[src/hw/rtl/aesp_pkg.sv]
// ----------------------------------------------------------------------------
// ANSI escape parser package
// Shared codes, character constants and the controller/datapath bundles.
// ----------------------------------------------------------------------------
package aesp_pkg;

  localparam int unsigned ITEM_W = 6;

  // parser states
  localparam logic [2:0] PS_GROUND  = 3'd0;
  localparam logic [2:0] PS_ESC     = 3'd1;
  localparam logic [2:0] PS_CSI     = 3'd2;
  localparam logic [2:0] PS_OSC     = 3'd3;
  localparam logic [2:0] PS_OSC_ESC = 3'd4;
  localparam logic [2:0] PS_STR     = 3'd5;
  localparam logic [2:0] PS_STR_ESC = 3'd6;

  // result sequencer states
  localparam logic [1:0] SQ_IDLE = 2'd0;
  localparam logic [1:0] SQ_READ = 2'd1;
  localparam logic [1:0] SQ_LOAD = 2'd2;

  // result actions
  localparam logic [2:0] ACT_PRINT = 3'd0;
  localparam logic [2:0] ACT_EXEC  = 3'd1;
  localparam logic [2:0] ACT_CSI   = 3'd2;
  localparam logic [2:0] ACT_OSC   = 3'd3;
  localparam logic [2:0] ACT_DCS   = 3'd4;

  // characters
  localparam logic [7:0] CH_BEL    = 8'h07;
  localparam logic [7:0] CH_ESC    = 8'h1B;
  localparam logic [7:0] CH_SPACE  = 8'h20;
  localparam logic [7:0] CH_ZERO   = 8'h30;
  localparam logic [7:0] CH_NINE   = 8'h39;
  localparam logic [7:0] CH_SEMI   = 8'h3B;
  localparam logic [7:0] CH_QMARK  = 8'h3F;
  localparam logic [7:0] CH_AT     = 8'h40;
  localparam logic [7:0] CH_DCS    = 8'h50;
  localparam logic [7:0] CH_SOS    = 8'h58;
  localparam logic [7:0] CH_LBRACK = 8'h5B;
  localparam logic [7:0] CH_BSLASH = 8'h5C;
  localparam logic [7:0] CH_RBRACK = 8'h5D;
  localparam logic [7:0] CH_PM     = 8'h5E;
  localparam logic [7:0] CH_APC    = 8'h5F;
  localparam logic [7:0] CH_RIS    = 8'h63;
  localparam logic [7:0] CH_TILDE  = 8'h7E;
  localparam logic [7:0] CH_DEL    = 8'h7F;

  typedef struct packed {
    logic       clr_csi;
    logic       clr_text;
    logic       set_priv;
    logic       digit;
    logic       sep;
    logic       fin;
    logic       push;
    logic       single;
    logic [2:0] single_act;
    logic       run_start;
    logic       run_osc;
    logic       rd;
    logic       load_item;
  } ctrl_cmd_t;

  typedef struct packed {
    logic csi_empty;
    logic osc_empty;
    logic item_last;
    logic out_free;
  } dp_stat_t;

endpackage

[src/hw/rtl/aesp_if.sv]
// ----------------------------------------------------------------------------
// ANSI escape parser channels
// Valid/ready channels for input bytes and parse results.
// ----------------------------------------------------------------------------
interface aesp_in_if;
  logic       valid;
  logic       ready;
  logic [7:0] in_byte;

  modport source (output valid, output in_byte, input ready);
  modport sink (input valid, input in_byte, output ready);
endinterface

interface aesp_out_if;
  logic        valid;
  logic        ready;
  logic [2:0]  action;
  logic [7:0]  data_byte;
  logic        private_flag;
  logic [5:0]  item_index;
  logic [15:0] param_value;
  logic [5:0]  item_count;
  logic        last;

  modport source (
    output valid, output action, output data_byte, output private_flag,
    output item_index, output param_value, output item_count, output last,
    input ready
  );
  modport sink (
    input valid, input action, input data_byte, input private_flag,
    input item_index, input param_value, input item_count, input last,
    output ready
  );
endinterface

[src/hw/rtl/aesp_ctrl.sv]
// ----------------------------------------------------------------------------
// ANSI escape parser controller
// Parser state machine and result run sequencer; drives datapath commands.
// ----------------------------------------------------------------------------
module aesp_ctrl import aesp_pkg::*; (
  input  logic       clk_i,
  input  logic       rst_ni,
  input  logic       in_valid_i,
  input  logic [7:0] in_byte_i,
  output logic       in_ready_o,
  input  dp_stat_t   stat_i,
  output ctrl_cmd_t  cmd_o
);

  logic [2:0] parse_q, parse_d;
  logic [1:0] seq_q, seq_d;
  logic       acc;
  logic [7:0] b;

  assign b          = in_byte_i;
  assign in_ready_o = (seq_q == SQ_IDLE) && stat_i.out_free;
  assign acc        = in_valid_i && in_ready_o;

  always_comb begin
    parse_d = parse_q;
    seq_d   = seq_q;
    cmd_o   = '0;

    if (acc) begin
      unique case (parse_q)
        PS_ESC: begin
          parse_d = PS_GROUND;
          if (b == CH_LBRACK) begin
            parse_d       = PS_CSI;
            cmd_o.clr_csi = 1'b1;
          end else if (b == CH_RBRACK) begin
            parse_d        = PS_OSC;
            cmd_o.clr_text = 1'b1;
          end else if (b == CH_DCS || b == CH_APC || b == CH_PM || b == CH_SOS) begin
            parse_d = PS_STR;
          end else if (b == CH_RIS || (b >= CH_AT && b <= CH_APC)) begin
            cmd_o.single     = 1'b1;
            cmd_o.single_act = ACT_EXEC;
          end
        end
        PS_CSI: begin
          if (b == CH_QMARK) begin
            cmd_o.set_priv = 1'b1;
          end else if (b >= CH_ZERO && b <= CH_NINE) begin
            cmd_o.digit = 1'b1;
          end else if (b == CH_SEMI) begin
            cmd_o.sep = 1'b1;
          end else if (b >= CH_SPACE && b <= CH_QMARK) begin
            parse_d = PS_CSI;
          end else if (b >= CH_AT && b <= CH_TILDE) begin
            parse_d   = PS_GROUND;
            cmd_o.fin = 1'b1;
            if (stat_i.csi_empty) begin
              cmd_o.single     = 1'b1;
              cmd_o.single_act = ACT_CSI;
            end else begin
              cmd_o.run_start = 1'b1;
              seq_d           = SQ_READ;
            end
          end else begin
            parse_d = PS_GROUND;
          end
        end
        PS_OSC, PS_OSC_ESC: begin
          parse_d = PS_GROUND;
          if ((parse_q == PS_OSC && b == CH_BEL) ||
              (parse_q == PS_OSC_ESC && b == CH_BSLASH)) begin
            if (stat_i.osc_empty) begin
              cmd_o.single     = 1'b1;
              cmd_o.single_act = ACT_OSC;
            end else begin
              cmd_o.run_start = 1'b1;
              cmd_o.run_osc   = 1'b1;
              seq_d           = SQ_READ;
            end
          end else if (parse_q == PS_OSC && b == CH_ESC) begin
            parse_d = PS_OSC_ESC;
          end else if (parse_q == PS_OSC) begin
            parse_d    = PS_OSC;
            cmd_o.push = 1'b1;
          end
        end
        PS_STR: begin
          if (b == CH_ESC) begin
            parse_d = PS_STR_ESC;
          end else if (b == CH_BEL) begin
            parse_d          = PS_GROUND;
            cmd_o.single     = 1'b1;
            cmd_o.single_act = ACT_DCS;
          end
        end
        PS_STR_ESC: begin
          parse_d = PS_GROUND;
          if (b == CH_BSLASH) begin
            cmd_o.single     = 1'b1;
            cmd_o.single_act = ACT_DCS;
          end
        end
        default: begin
          parse_d      = PS_GROUND;
          if (b == CH_ESC) begin
            parse_d = PS_ESC;
          end else if (b < CH_SPACE || b == CH_DEL) begin
            cmd_o.single     = 1'b1;
            cmd_o.single_act = ACT_EXEC;
          end else begin
            cmd_o.single     = 1'b1;
            cmd_o.single_act = ACT_PRINT;
          end
        end
      endcase
    end

    unique case (seq_q)
      SQ_READ: begin
        cmd_o.rd = 1'b1;
        seq_d    = SQ_LOAD;
      end
      SQ_LOAD: begin
        if (stat_i.out_free) begin
          cmd_o.load_item = 1'b1;
          seq_d           = stat_i.item_last ? SQ_IDLE : SQ_READ;
        end
      end
      default: ;
    endcase
  end

  always_ff @(posedge clk_i or negedge rst_ni) begin
    if (!rst_ni) begin
      parse_q <= PS_GROUND;
      seq_q   <= SQ_IDLE;
    end else begin
      parse_q <= parse_d;
      seq_q   <= seq_d;
    end
  end

endmodule

[src/hw/rtl/aesp_dp.sv]
// ----------------------------------------------------------------------------
// ANSI escape parser datapath
// Parameter accumulator, parameter and text stores, output register.
// ----------------------------------------------------------------------------
module aesp_dp import aesp_pkg::*; #(
  parameter int unsigned MAX_PARAMS = 16,
  parameter int unsigned OSC_DEPTH  = 64
) (
  input  logic        clk_i,
  input  logic        rst_ni,
  input  logic [7:0]  in_byte_i,
  input  ctrl_cmd_t   cmd_i,
  output dp_stat_t    stat_o,
  input  logic        out_ready_i,
  output logic        out_valid_o,
  output logic [2:0]  action_o,
  output logic [7:0]  data_byte_o,
  output logic        private_flag_o,
  output logic [5:0]  item_index_o,
  output logic [15:0] param_value_o,
  output logic [5:0]  item_count_o,
  output logic        last_o
);

  localparam int unsigned PCW = $clog2(MAX_PARAMS + 1);
  localparam int unsigned PIW = (MAX_PARAMS > 1) ? $clog2(MAX_PARAMS) : 1;
  localparam int unsigned TLW = $clog2(OSC_DEPTH);

  logic [15:0]       pmem [MAX_PARAMS];
  logic [7:0]        tmem [OSC_DEPTH];

  logic [PCW-1:0]    ptot_q, ptot_d;
  logic [15:0]       accum_q, accum_d;
  logic              seen_q, seen_d;
  logic              priv_q, priv_d;
  logic [TLW-1:0]    tlen_q, tlen_d;
  logic              pwr;
  logic [15:0]       pwdata;
  logic              twr;
  logic [19:0]       acc_sum;

  logic [ITEM_W-1:0] idx_q;
  logic              run_osc_q;
  logic [7:0]        fin_q;
  logic [15:0]       prd_q;
  logic [7:0]        trd_q;
  logic [ITEM_W-1:0] cnt;

  logic              out_valid_q;
  logic [2:0]        act_q;
  logic [7:0]        data_q;
  logic              oprv_q;
  logic [5:0]        oidx_q;
  logic [15:0]       oval_q;
  logic [5:0]        ocnt_q;
  logic              olast_q;

  assign acc_sum = {1'b0, accum_q, 3'b000} + {3'b000, accum_q, 1'b0}
                 + {16'd0, in_byte_i[3:0]};

  always_comb begin
    ptot_d  = ptot_q;
    accum_d = accum_q;
    seen_d  = seen_q;
    priv_d  = priv_q;
    tlen_d  = tlen_q;
    pwr     = 1'b0;
    pwdata  = accum_q;
    twr     = 1'b0;

    if (cmd_i.clr_csi) begin
      ptot_d  = '0;
      accum_d = '0;
      seen_d  = 1'b0;
      priv_d  = 1'b0;
      tlen_d  = '0;
    end
    if (cmd_i.clr_text) begin
      tlen_d = '0;
    end
    if (cmd_i.set_priv) begin
      priv_d = 1'b1;
    end
    if (cmd_i.digit) begin
      accum_d = (acc_sum[19:16] != 4'd0) ? 16'hFFFF : acc_sum[15:0];
      seen_d  = 1'b1;
    end
    if (cmd_i.sep || (cmd_i.fin && seen_q)) begin
      pwdata = seen_q ? accum_q : 16'd0;
      if (ptot_q < PCW'(MAX_PARAMS)) begin
        pwr    = 1'b1;
        ptot_d = ptot_q + PCW'(1);
      end
    end
    if (cmd_i.sep) begin
      accum_d = '0;
      seen_d  = 1'b0;
    end
    if (cmd_i.push && (tlen_q < TLW'(OSC_DEPTH - 1))) begin
      twr    = 1'b1;
      tlen_d = tlen_q + TLW'(1);
    end
  end

  always_ff @(posedge clk_i or negedge rst_ni) begin
    if (!rst_ni) begin
      ptot_q  <= '0;
      accum_q <= '0;
      seen_q  <= 1'b0;
      priv_q  <= 1'b0;
      tlen_q  <= '0;
    end else begin
      ptot_q  <= ptot_d;
      accum_q <= accum_d;
      seen_q  <= seen_d;
      priv_q  <= priv_d;
      tlen_q  <= tlen_d;
    end
  end

  always_ff @(posedge clk_i) begin
    if (pwr) begin
      pmem[ptot_q[PIW-1:0]] <= pwdata;
    end
    if (cmd_i.rd) begin
      prd_q <= pmem[idx_q[PIW-1:0]];
    end
  end

  always_ff @(posedge clk_i) begin
    if (twr) begin
      tmem[tlen_q] <= in_byte_i;
    end
    if (cmd_i.rd) begin
      trd_q <= tmem[idx_q[TLW-1:0]];
    end
  end

  assign cnt = run_osc_q ? ITEM_W'(tlen_q) : ITEM_W'(ptot_q);

  always_ff @(posedge clk_i) begin
    if (cmd_i.run_start) begin
      idx_q     <= '0;
      run_osc_q <= cmd_i.run_osc;
      fin_q     <= in_byte_i;
    end else if (cmd_i.load_item) begin
      idx_q <= idx_q + ITEM_W'(1);
    end
  end

  assign stat_o.csi_empty = (ptot_q == '0) && !seen_q;
  assign stat_o.osc_empty = (tlen_q == '0);
  assign stat_o.item_last = ((idx_q + ITEM_W'(1)) == cnt);
  assign stat_o.out_free  = !out_valid_q || out_ready_i;

  always_ff @(posedge clk_i or negedge rst_ni) begin
    if (!rst_ni) begin
      out_valid_q <= 1'b0;
    end else if (cmd_i.single || cmd_i.load_item) begin
      out_valid_q <= 1'b1;
    end else if (out_ready_i) begin
      out_valid_q <= 1'b0;
    end
  end

  always_ff @(posedge clk_i) begin
    if (cmd_i.single) begin
      act_q   <= cmd_i.single_act;
      data_q  <= (cmd_i.single_act == ACT_OSC || cmd_i.single_act == ACT_DCS)
               ? 8'd0 : in_byte_i;
      oprv_q  <= (cmd_i.single_act == ACT_CSI) && priv_q;
      oidx_q  <= '0;
      oval_q  <= '0;
      ocnt_q  <= '0;
      olast_q <= 1'b1;
    end else if (cmd_i.load_item) begin
      act_q   <= run_osc_q ? ACT_OSC : ACT_CSI;
      data_q  <= run_osc_q ? trd_q : fin_q;
      oprv_q  <= !run_osc_q && priv_q;
      oidx_q  <= idx_q;
      oval_q  <= run_osc_q ? 16'd0 : prd_q;
      ocnt_q  <= cnt;
      olast_q <= stat_o.item_last;
    end
  end

  assign out_valid_o    = out_valid_q;
  assign action_o       = act_q;
  assign data_byte_o    = data_q;
  assign private_flag_o = oprv_q;
  assign item_index_o   = oidx_q;
  assign param_value_o  = oval_q;
  assign item_count_o   = ocnt_q;
  assign last_o         = olast_q;

endmodule

[src/hw/rtl/ansi_escape_sequence_parser_unit.sv]
// ----------------------------------------------------------------------------
// ANSI escape sequence parser unit
// VT100/ANSI byte stream parser reporting print, execute, CSI, OSC and DCS.
// ----------------------------------------------------------------------------
// channel   | dir | modport | payload
// byte_i    | in  | sink    | in_byte
// result_o  | out | source  | action, data_byte, private_flag, item_index,
//           |     |         | param_value, item_count, last
//
// One byte is taken per cycle while no result run is in progress.
// Each result of a CSI or OSC run takes a store read, then an output
// register load; input is held off for the whole run.
// A full output register that is not taken holds off both input and runs.
// rst_ni clears the parser to ground and empties the output register.
// ----------------------------------------------------------------------------
module ansi_escape_sequence_parser_unit import aesp_pkg::*; #(
  parameter int unsigned MAX_PARAMS = 16,
  parameter int unsigned OSC_DEPTH  = 64
) (
  input  logic          clk_i,
  input  logic          rst_ni,
  aesp_in_if.sink       byte_i,
  aesp_out_if.source    result_o
);

  ctrl_cmd_t cmd;
  dp_stat_t  stat;

  aesp_ctrl u_ctrl (
    .clk_i      (clk_i),
    .rst_ni     (rst_ni),
    .in_valid_i (byte_i.valid),
    .in_byte_i  (byte_i.in_byte),
    .in_ready_o (byte_i.ready),
    .stat_i     (stat),
    .cmd_o      (cmd)
  );

  aesp_dp #(
    .MAX_PARAMS (MAX_PARAMS),
    .OSC_DEPTH  (OSC_DEPTH)
  ) u_dp (
    .clk_i          (clk_i),
    .rst_ni         (rst_ni),
    .in_byte_i      (byte_i.in_byte),
    .cmd_i          (cmd),
    .stat_o         (stat),
    .out_ready_i    (result_o.ready),
    .out_valid_o    (result_o.valid),
    .action_o       (result_o.action),
    .data_byte_o    (result_o.data_byte),
    .private_flag_o (result_o.private_flag),
    .item_index_o   (result_o.item_index),
    .param_value_o  (result_o.param_value),
    .item_count_o   (result_o.item_count),
    .last_o         (result_o.last)
  );

endmodule

[src/flat_wrapper.sv]
// flat-port wrapper written by rule: the top's interface ports become plain ports
module ansi_escape_sequence_parser_unit_flat import aesp_pkg::*;
#(
  parameter int unsigned MAX_PARAMS = 16,
  parameter int unsigned OSC_DEPTH  = 64
)
  (clk_i, rst_ni, byte_i_valid, byte_i_in_byte, byte_i_ready, result_o_valid, result_o_action, result_o_data_byte, result_o_private_flag, result_o_item_index, result_o_param_value, result_o_item_count, result_o_last, result_o_ready);
  aesp_in_if byte_i_i ();
  aesp_out_if result_o_i ();
  input  logic clk_i;
  input  logic rst_ni;
  input wire logic [$bits(byte_i_i.valid)-1:0] byte_i_valid;
  input wire logic [$bits(byte_i_i.in_byte)-1:0] byte_i_in_byte;
  output wire logic [$bits(byte_i_i.ready)-1:0] byte_i_ready;
  output wire logic [$bits(result_o_i.valid)-1:0] result_o_valid;
  output wire logic [$bits(result_o_i.action)-1:0] result_o_action;
  output wire logic [$bits(result_o_i.data_byte)-1:0] result_o_data_byte;
  output wire logic [$bits(result_o_i.private_flag)-1:0] result_o_private_flag;
  output wire logic [$bits(result_o_i.item_index)-1:0] result_o_item_index;
  output wire logic [$bits(result_o_i.param_value)-1:0] result_o_param_value;
  output wire logic [$bits(result_o_i.item_count)-1:0] result_o_item_count;
  output wire logic [$bits(result_o_i.last)-1:0] result_o_last;
  input wire logic [$bits(result_o_i.ready)-1:0] result_o_ready;
  assign byte_i_i.valid = byte_i_valid;
  assign byte_i_i.in_byte = byte_i_in_byte;
  assign byte_i_ready = byte_i_i.ready;
  assign result_o_valid = result_o_i.valid;
  assign result_o_action = result_o_i.action;
  assign result_o_data_byte = result_o_i.data_byte;
  assign result_o_private_flag = result_o_i.private_flag;
  assign result_o_item_index = result_o_i.item_index;
  assign result_o_param_value = result_o_i.param_value;
  assign result_o_item_count = result_o_i.item_count;
  assign result_o_last = result_o_i.last;
  assign result_o_i.ready = result_o_ready;
  ansi_escape_sequence_parser_unit #(.MAX_PARAMS(MAX_PARAMS), .OSC_DEPTH(OSC_DEPTH)) u_core (.clk_i(clk_i), .rst_ni(rst_ni), .byte_i(byte_i_i), .result_o(result_o_i));
endmodule
[config.mk]
export PLATFORM = sky130hd
export DESIGN_NAME = ansi_escape_sequence_parser_unit_flat
export DESIGN_NICKNAME = d
export VERILOG_FILES = /design/src/hw/rtl/aesp_pkg.sv /design/src/hw/rtl/aesp_if.sv /design/src/hw/rtl/aesp_ctrl.sv /design/src/hw/rtl/aesp_dp.sv /design/src/hw/rtl/ansi_escape_sequence_parser_unit.sv /design/src/flat_wrapper.sv
export SDC_FILE = /design/constraint.sdc
export NUM_CORES = 1
export LEC_CHECK = 0
export ABC_AREA = 1
export BUFFER_PORTS_ARGS = -buffer_cell sky130_fd_sc_hd__buf_4
export CAP_MARGIN = 15
export CORE_ASPECT_RATIO = 2
export CORE_MARGIN = 2
export CORE_UTILIZATION = 65
export CTS_BUF_LIST = sky130_fd_sc_hd__clkbuf_4 sky130_fd_sc_hd__clkbuf_8
export DETAILED_ROUTE_END_ITERATION = 10
export GPL_TIMING_DRIVEN = 1
export PLACE_DENSITY_LB_ADDON = 0.2
export SLEW_MARGIN = 20
export SYNTH_ARGS = -nofsm -noshare
export SYNTH_HDL_FRONTEND = slang
export SYNTH_SLANG_ARGS = --single-unit
[constraint.sdc]
create_clock -name clk_i -period 8.25 [get_ports clk_i]
set_clock_uncertainty 0.2 [all_clocks]
set_input_delay 1.65 -clock clk_i [delete_from_list [all_inputs] [get_ports clk_i]]
set_output_delay 1.65 -clock clk_i [all_outputs]
set_load 0.005 [all_outputs]
After elaboration in Yosys (flattened, before gate mapping)
Memories as Yosys holds them, arrays and structs flattened. A register that Yosys moved wholly into a read port is not among the register bits.
Index checks and enable logic that the tools add are counted.
{ "totals": {"ff_bits": 91, "latch_bits": 0, "ramBits": 768, "mem_bits_ro": 0, "in_bits": 12, "out_inout_bits": 43, "wordCells": 209, "memories": 2} }
{ "memory_table": {"columns": ["name", "words", "word_bits", "rd", "rd_clocked_by_memory_dff", "wr", "line_no", "text"], "rows": [
  ["u_core.u_dp.tmem", 64, 8, 1, 1, 1, "aesp_dp.sv:30", "logic [7:0] tmem [OSC_DEPTH];"],
  ["u_core.u_dp.pmem", 16, 16, 1, 1, 1, "aesp_dp.sv:29", "logic [15:0] pmem [MAX_PARAMS];"]
]} }
{ "classes": {"add_sub_neg": 5, "mul": 0, "div_mod_pow": 0, "order_cmp": 10, "eq_ne": 29, "n_shift": 0, "n_mux": 106, "bitwise": 0, "n_reduce_logical": 39} }
{ "op_table": {"columns": ["op", "n"], "rows": [
  ["$mux 16", 7],
  ["$eq 8x7->1 const B", 9],
  ["$mux 4", 11],
  ["$mux 5", 8],
  ["$mux 3", 13],
  ["$mux 1", 37],
  ["$mux 8", 4],
  ["$mux 2", 15],
  ["$mux 6", 5],
  ["$add 19x17->20", 1],
  ["$add 20x4->20", 1],
  ["$pmux 4 s5", 1],
  ["$eq 8x6->1 const B", 2],
  ["$ge 8x6->1 const B", 2],
  ["$le 8x6->1 const B", 2],
  ["$le 8x7->1 const B", 2],
  ["$pmux 3 s5", 1],
  ["$logic_and 1x1->1", 14],
  ["$mux 13", 1],
  ["$add 6x1->6 const B", 2],
  ["$eq 3x2->1 const B", 4],
  ["$eq 3x3->1 const B", 4],
  ["$logic_or 1x1->1", 10],
  ["$eq 8x3->1 const B", 1],
  ["24 further kinds", 32]
]} }

Depth between registers and ports, before layout
{ "logic_depth": {"word_depth": 15, "depth_mapped": 16, "depth_no_buf": 15} }

Modules after synthesis
Synthesis repeated with hierarchy kept, for this count alone.
{ "unflattened": {"cells_unflattened": 3097, "hier_area_um2": 37040.5} }
{ "modules_own_cells": {"columns": ["mod", "instances", "cells_each", "area_per_inst_um2", "seq_area_each_um2"], "rows": [
  ["aesp_dp", 1, 2922, 36045.8, 25864.8],
  ["aesp_ctrl", 1, 175, 994.7, 125.1]
]} }

Worst setup path before layout
OpenSTA, ideal clock, no wires.
{ "synth_path": {"path_kind": "input -> register", "startpoint": "in byte_i_in_byte[3]", "endpoint": "reg u_core.u_dp.accum_q[5]", "setup_ns": 0.117, "arrival_time_ns": 3.688, "t_required_ns": 7.933, "slack_ns": 4.246, "path_stages": 15, "path_buffers": 1, "cell_sequence": "fa_1 > fa_1 > nand3_1 > nand2_1 > nand2_1 > nand2_1 > nand2_1 > nand2_1 > nand2_1 > nand2_1 > nor2_4 > buf_4 > nand3_1 > nand2_1 > nand2_1"} }
{ "synth_between": {"elab_chain_cells": 8, "elab_cells_between_ends": 20, "cone_classes": "add/sub (1); order compare (2); eq/ne (3); mux (11); reduce/logical (3)"} }
{ "synth_rtl": {"columns": ["item", "line_no", "text"], "rows": [
  ["start, declared", "flat_wrapper.sv:13", "input wire logic [$bits(byte_i_i.in_byte)-1:0] byte_i_in_byte;"],
  ["$ge 8x6->1 / $le 8x6->1 (equally long branches)", "aesp_ctrl.sv:49", "end else if (b >= CH_ZERO && b <= CH_NINE) begin"],
  ["$logic_and 1x1->1", "aesp_ctrl.sv:49", null],
  ["$mux 1", "aesp_ctrl.sv:49", null],
  ["$mux 3", "aesp_ctrl.sv:47", "if (b == CH_QMARK) begin"],
  ["$mux 4", "aesp_ctrl.sv:30", "unique case (parse_q)"],
  ["$mux 13", "aesp_ctrl.sv:29", "if (acc) begin"],
  ["$mux 16", "aesp_dp.sv:84", "if (cmd_i.digit) begin"],
  ["$mux 16", "aesp_dp.sv:95", "if (cmd_i.sep) begin"],
  ["end signal, assigned", "aesp_dp.sv:114", "accum_q <= accum_d;"],
  ["end, declared", "aesp_dp.sv:33", "logic [15:0] accum_q, accum_d;"]
]} }
Parallel ways exist; a longest one is shown, timed or not.
A chain may end at the register's enable or synchronous reset.

Final worst setup path
{ "layout_path": {"startpoint": "in byte_i_in_byte[7]", "endpoint": "mem u_core.u_dp.tmem[56][3] (enable)"} }
{ "layout_between": {"elab_chain_cells": 10, "elab_cells_between_ends": 15, "cone_classes": "eq/ne (3); mux (7); reduce/logical (5)"} }
{ "layout_rtl": {"columns": ["item", "line_no", "text"], "rows": [
  ["$eq 8x5->1 (tied with other cells)", "aesp_ctrl.sv:81", "end else if (parse_q == PS_OSC && b == CH_ESC) begin"],
  ["$logic_and 1x1->1, on equally long branches", "aesp_ctrl.sv:81, aesp_ctrl.sv:71, aesp_ctrl.sv:72", null],
  ["$mux 1 / $logic_or 1x1->1 (equally long branches)", "aesp_ctrl.sv:81, aesp_ctrl.sv:71", null],
  ["$mux 1 *", "aesp_ctrl.sv:71", "if ((parse_q == PS_OSC && b == CH_BEL) ||"],
  ["$mux 1 *", "aesp_ctrl.sv:30", null],
  ["$mux 13 *", "aesp_ctrl.sv:29", null],
  ["$logic_and 1x1->1 *", "aesp_dp.sv:99", "if (cmd_i.push && (tlen_q < TLW'(OSC_DEPTH - 1))) begin"],
  ["$mux 1 *", "aesp_dp.sv:99", null],
  ["$mux 1 *", "aesp_dp.sv:131", "if (twr) begin"],
  ["$mux 1 (not written as such) *", "aesp_dp.sv:132", "tmem[tlen_q] <= in_byte_i;"],
  ["end, declared", "aesp_dp.sv:30", null]
]} }
Every way passes the cells marked *; elsewhere a longest branch is shown, timed or not.

==> reports/results.tsv <==
stage	metric	value	unit
run_status	status	complete, no violations	
die	start_util	0.6539	
placement	io_buffer_count	54	
sta	max_freq	214.4	MHz
drt	via_per_inst	6.316	
clock_tree	clkTransAtPathRegs	0.06	ns
drt	ant_nets	0	
die	core.rowCount	124	
grt	grt_max_degree	291	
power_and_ir_drop	switching_power	4666	uW
drt	drt_pre_antenna_iters	8	
setup_path	worstRegToRegCells	8	
synthesis	muxShareOfSynthArea	0.002420	
sta	setup_tns	0	ns
synthesis	synth_nets	3294	
finish	seq_area	26000	um^2
drt	drcViolationCount	0	
drt	routedWlPerCell	25.80	um
sta	fin_crit	4.663	ns
grt	grtUsageTotal	0.3571	
sta	rsz0062_at_grt	false	
power_and_ir_drop	p_clk_frac	0.268	
synthesis	synthCells	3239	
finish	multi_input_area	9942	um^2
finish	area_growth	8.936	%
hold_path	min_path_type	flip-flop to flip-flop	
placement	gp_congestion	1.016	
sta	setup_ws	3.587	ns
run	maxCapViolCount	0	
setup_path	crit_path_top_delay_cell	nor2_1	
placement	pre_cts_ws	2.934	ns
synthesis	synth_area_leaders	edfxtp_1 66%, o21ai_0 6.5%, nor2_1 5.8%	
synthesis	synth.avg_cell_area	11.49	um^2
setup_path	cpMostUsedCell	nand2_1	
clock_tree	cts_setup_buffers	0	
clock_tree	cts_htree_levels	3	
finish	fillers	4022	
power_and_ir_drop	vdd_drop_max	0.2329	mV
finish	layout.nets	3308	
setup_path	path_max_fanout	68	
setup_path	worst_ep_required_time	8.41	ns
synthesis	async_reset_ff_frac	0.03964	
synthesis	synthXorXnorAreaFrac	0.004705	
sta	hold-worst-slack	0.3428	ns
clock_tree	cts_hold_buffers	0	
die	fp.dieArea	59330	um^2
synthesis	synth_top_area_cell	edfxtp_1	
synthesis	ys_warn_count	0	
finish	final_common_cell	edfxtp_1	
setup_path	slowest_delay	0.64	ns
drt	totalWireLength	105800	um
synthesis	netlist.area_leader.share	0.6557	
clock_tree	cts_root_buffer	clkbuf_8	
drt	num_vias	25910	
synthesis	synth_edf_count	813	
synthesis	synth_top_family_by_area	simple AND/OR/NAND/NOR gates	
grt	grt_overflow	0	
setup_path	cp-start-kind	primary input	
synthesis	synth_area	37230	um^2
setup_path	reg2reg_setup_slack	3.79	ns
die	die_x	173.2	um
synthesis	synth_compound_area_frac	0.1123	
drt	drt-initial-drc-count	2878	
grt	grt_pass1_wl	154600	um
power_and_ir_drop	p_int	8068	uW
power_and_ir_drop	power.density	314.0	nW/um^2
power_and_ir_drop	seqPwrFrac	0.415	
synthesis	synth_seq_cells	883	
synthesis	synth-simple-area-share	0.1303	
sta	worst_slew_pin_slew	1.141	ns
grt	antenna_found_initial	1	
sta	slew-limit-headroom	0.2381	
setup_path	path_class	primary input to flip-flop	
synthesis	synth_fa_ha_area_frac	0.01485	
finish	final_cell_mix	813 x edfxtp_1, 559 x nor2_1, 485 x o21ai_0	
die	core_area	56940	um^2
finish	finalCoreUtilization	0.7123	
clock_tree	clk_latency	0.73	ns
synthesis	synth.distinct_cells	48	
clock_tree	cts_buffer_depth	3	
sta	setup_viol	0	
power_and_ir_drop	p_total	12730	uW
die	ios	55	
sta	maxSlewViolCount	0	
setup_path	cp-end-kind	flip-flop	
power_and_ir_drop	power_leakage	0.01449	uW
sta	post-route-period-util	0.5653	
finish	layout-drive-gt1-share	0.1061	
clock_tree	cts_buffers	110	
grt	grt_pass1_vias	26150	
placement	hpwl	66790	um
sta	hold_viol_final	0	
clock_tree	post_cts_resized	0	
power_and_ir_drop	p_comb_frac	0.317	
power_and_ir_drop	swShare	0.3664	
hold_path	hold_path_depth	2	
clock_tree	cts.sinks	883	
synthesis	seq_area_frac_synth	0.6981	
setup_path	worstPathCellList	buf_4, nor2_2, nand2_1, nor2_2, nand2_1, nand4_2, nor2_4, nand2_4, inv_2, nand2_1, nor2_1	
setup_path	worst-endpoint-arrival	4.82	ns
synthesis	ys.flop_type	edfxtp_1	
die	die_h	342.5	um
clock_tree	cts_tree	done	
-- cell usage after synthesis, types with 3 or more instances --
library cell / n
edfxtp_1: 813
nor2_1: 577
o21ai_0: 485
nand2_1: 441
o22ai_1: 197
inv_1: 123
nand3_1: 104
clkbuf_1: 103
buf_2: 56
ha_1: 41
dfrtp_1: 35
dfxtp_1: 35
a21oi_1: 33
nor3_1: 28
buf_4: 16
o21ai_1: 14
o211ai_1: 13
inv_2: 11
xnor2_1: 10
xor2_1: 10
nand2_4: 9
nand4_1: 9
mux2_2: 8
buf_1: 6
a211oi_1: 5
clkinv_1: 5
nor2_2: 5
nor2_4: 5
a22oi_1: 4
nand2_2: 4
o221ai_1: 4
buf_6: 3
-- per-stage QoR --
stage	cell area, um^2	cells
6_report	40560	4102
5_1_grt	40560	4102
4_1_cts	40490	4100
3_5_place_dp	38060	3896
3_3_place_gp	38060	3896
2_1_floorplan	37230	3239
-- cell type report --
cell class / count / area share
sequential: 883 / 0.6411
inverter: 139 / 0.01311
multi-input combinational: 2030 / 0.2451
antenna: 1 / 0.00006170
tap: 756 / 0.02332
clock buffer: 144 / 0.04470
clock inverter: 60 / 0.01530
timing repair buffer: 89 / 0.01728
-- cells by family after synthesis --
kind of cell               count (synthesis)
xor gates and xnor gates                  20
and+or+nand+nor                         1194
buffers and inverters                    326
DFF                                      883
adders and majority gates                 43
AOI/OAI and AO/OA                        765
muxes                                      8
-- worst max-delay path, delay by kind of cell --
| family | cells | cell delay (ns) |
|---|---|---|
| buffers and inverters | 2 | 0.90 |
| and+or+nand+nor | 9 | 2.17 |
-- sequential cells by signal, summed over array words and instances, names as in the netlist, 2 cells and up --
register and cells:
u_core.u_dp.data_byte_o 8, u_core.u_dp.pmem 256, u_core.u_dp.ptot_q 5, u_core.u_dp.tmem 512, u_core.u_dp.prd_q 16, u_core.u_dp.accum_q 16, u_core.u_dp.tlen_q 6, u_core.u_dp.item_count_o 6
u_core.u_dp.param_value_o 16, u_core.u_dp.fin_q 8, u_core.u_dp.idx_q 6, u_core.u_dp.action_o 3, u_core.u_ctrl.seq_q 2, u_core.u_dp.item_index_o 6, u_core.u_ctrl.parse_q 3, u_core.u_dp.trd_q 8
-- final timing paths --
| check | startpoint | end |
|---|---|---|
| worst max-delay path | byte_i_in_byte[7] | u_core.u_dp.tmem[56][3]$_DFFE_PP_ |
| worst min-delay path | u_core.u_dp.item_index_o[0]$_SDFFE_PN0P_ | u_core.u_dp.item_index_o[0]$_SDFFE_PN0P_ |
| worst max register to register | u_core.u_dp.idx_q[1]$_SDFFE_PP0P_ | u_core.u_dp.trd_q[7]$_DFFE_PP_ |
| worst min register to register | u_core.u_dp.item_index_o[0]$_SDFFE_PN0P_ | u_core.u_dp.item_index_o[0]$_SDFFE_PN0P_ |
| max in group asynchronous | rst_ni | u_core.u_dp.ptot_q[0]$_DFF_PN0_ |
| min in group asynchronous | rst_ni | u_core.u_dp.ptot_q[1]$_DFF_PN0_ |
-- per-layer routing --
layer  vias to the layer above  GRT usage  share of wire
met5                         -          0              0
met4                         0     0.3353           0.10
met3                       450    0.05604          0.071
met2                      1414     0.6296           0.51
met1                     12470     0.3575           0.31
li1                      11570          -              -
-- power by group through the flow --
stage          sequential (uW)  combinational, uW  clock, uW
2_1_floorplan             5240               2650          0
3_3_place_gp              5360               3810          0
3_5_place_dp              5370               3900          0
4_1_cts                   5280               3920       3420
5_1_grt                   5290               4350       3590
6_report                  5280               4040       3410
Power figures use the tool's default switching activity.
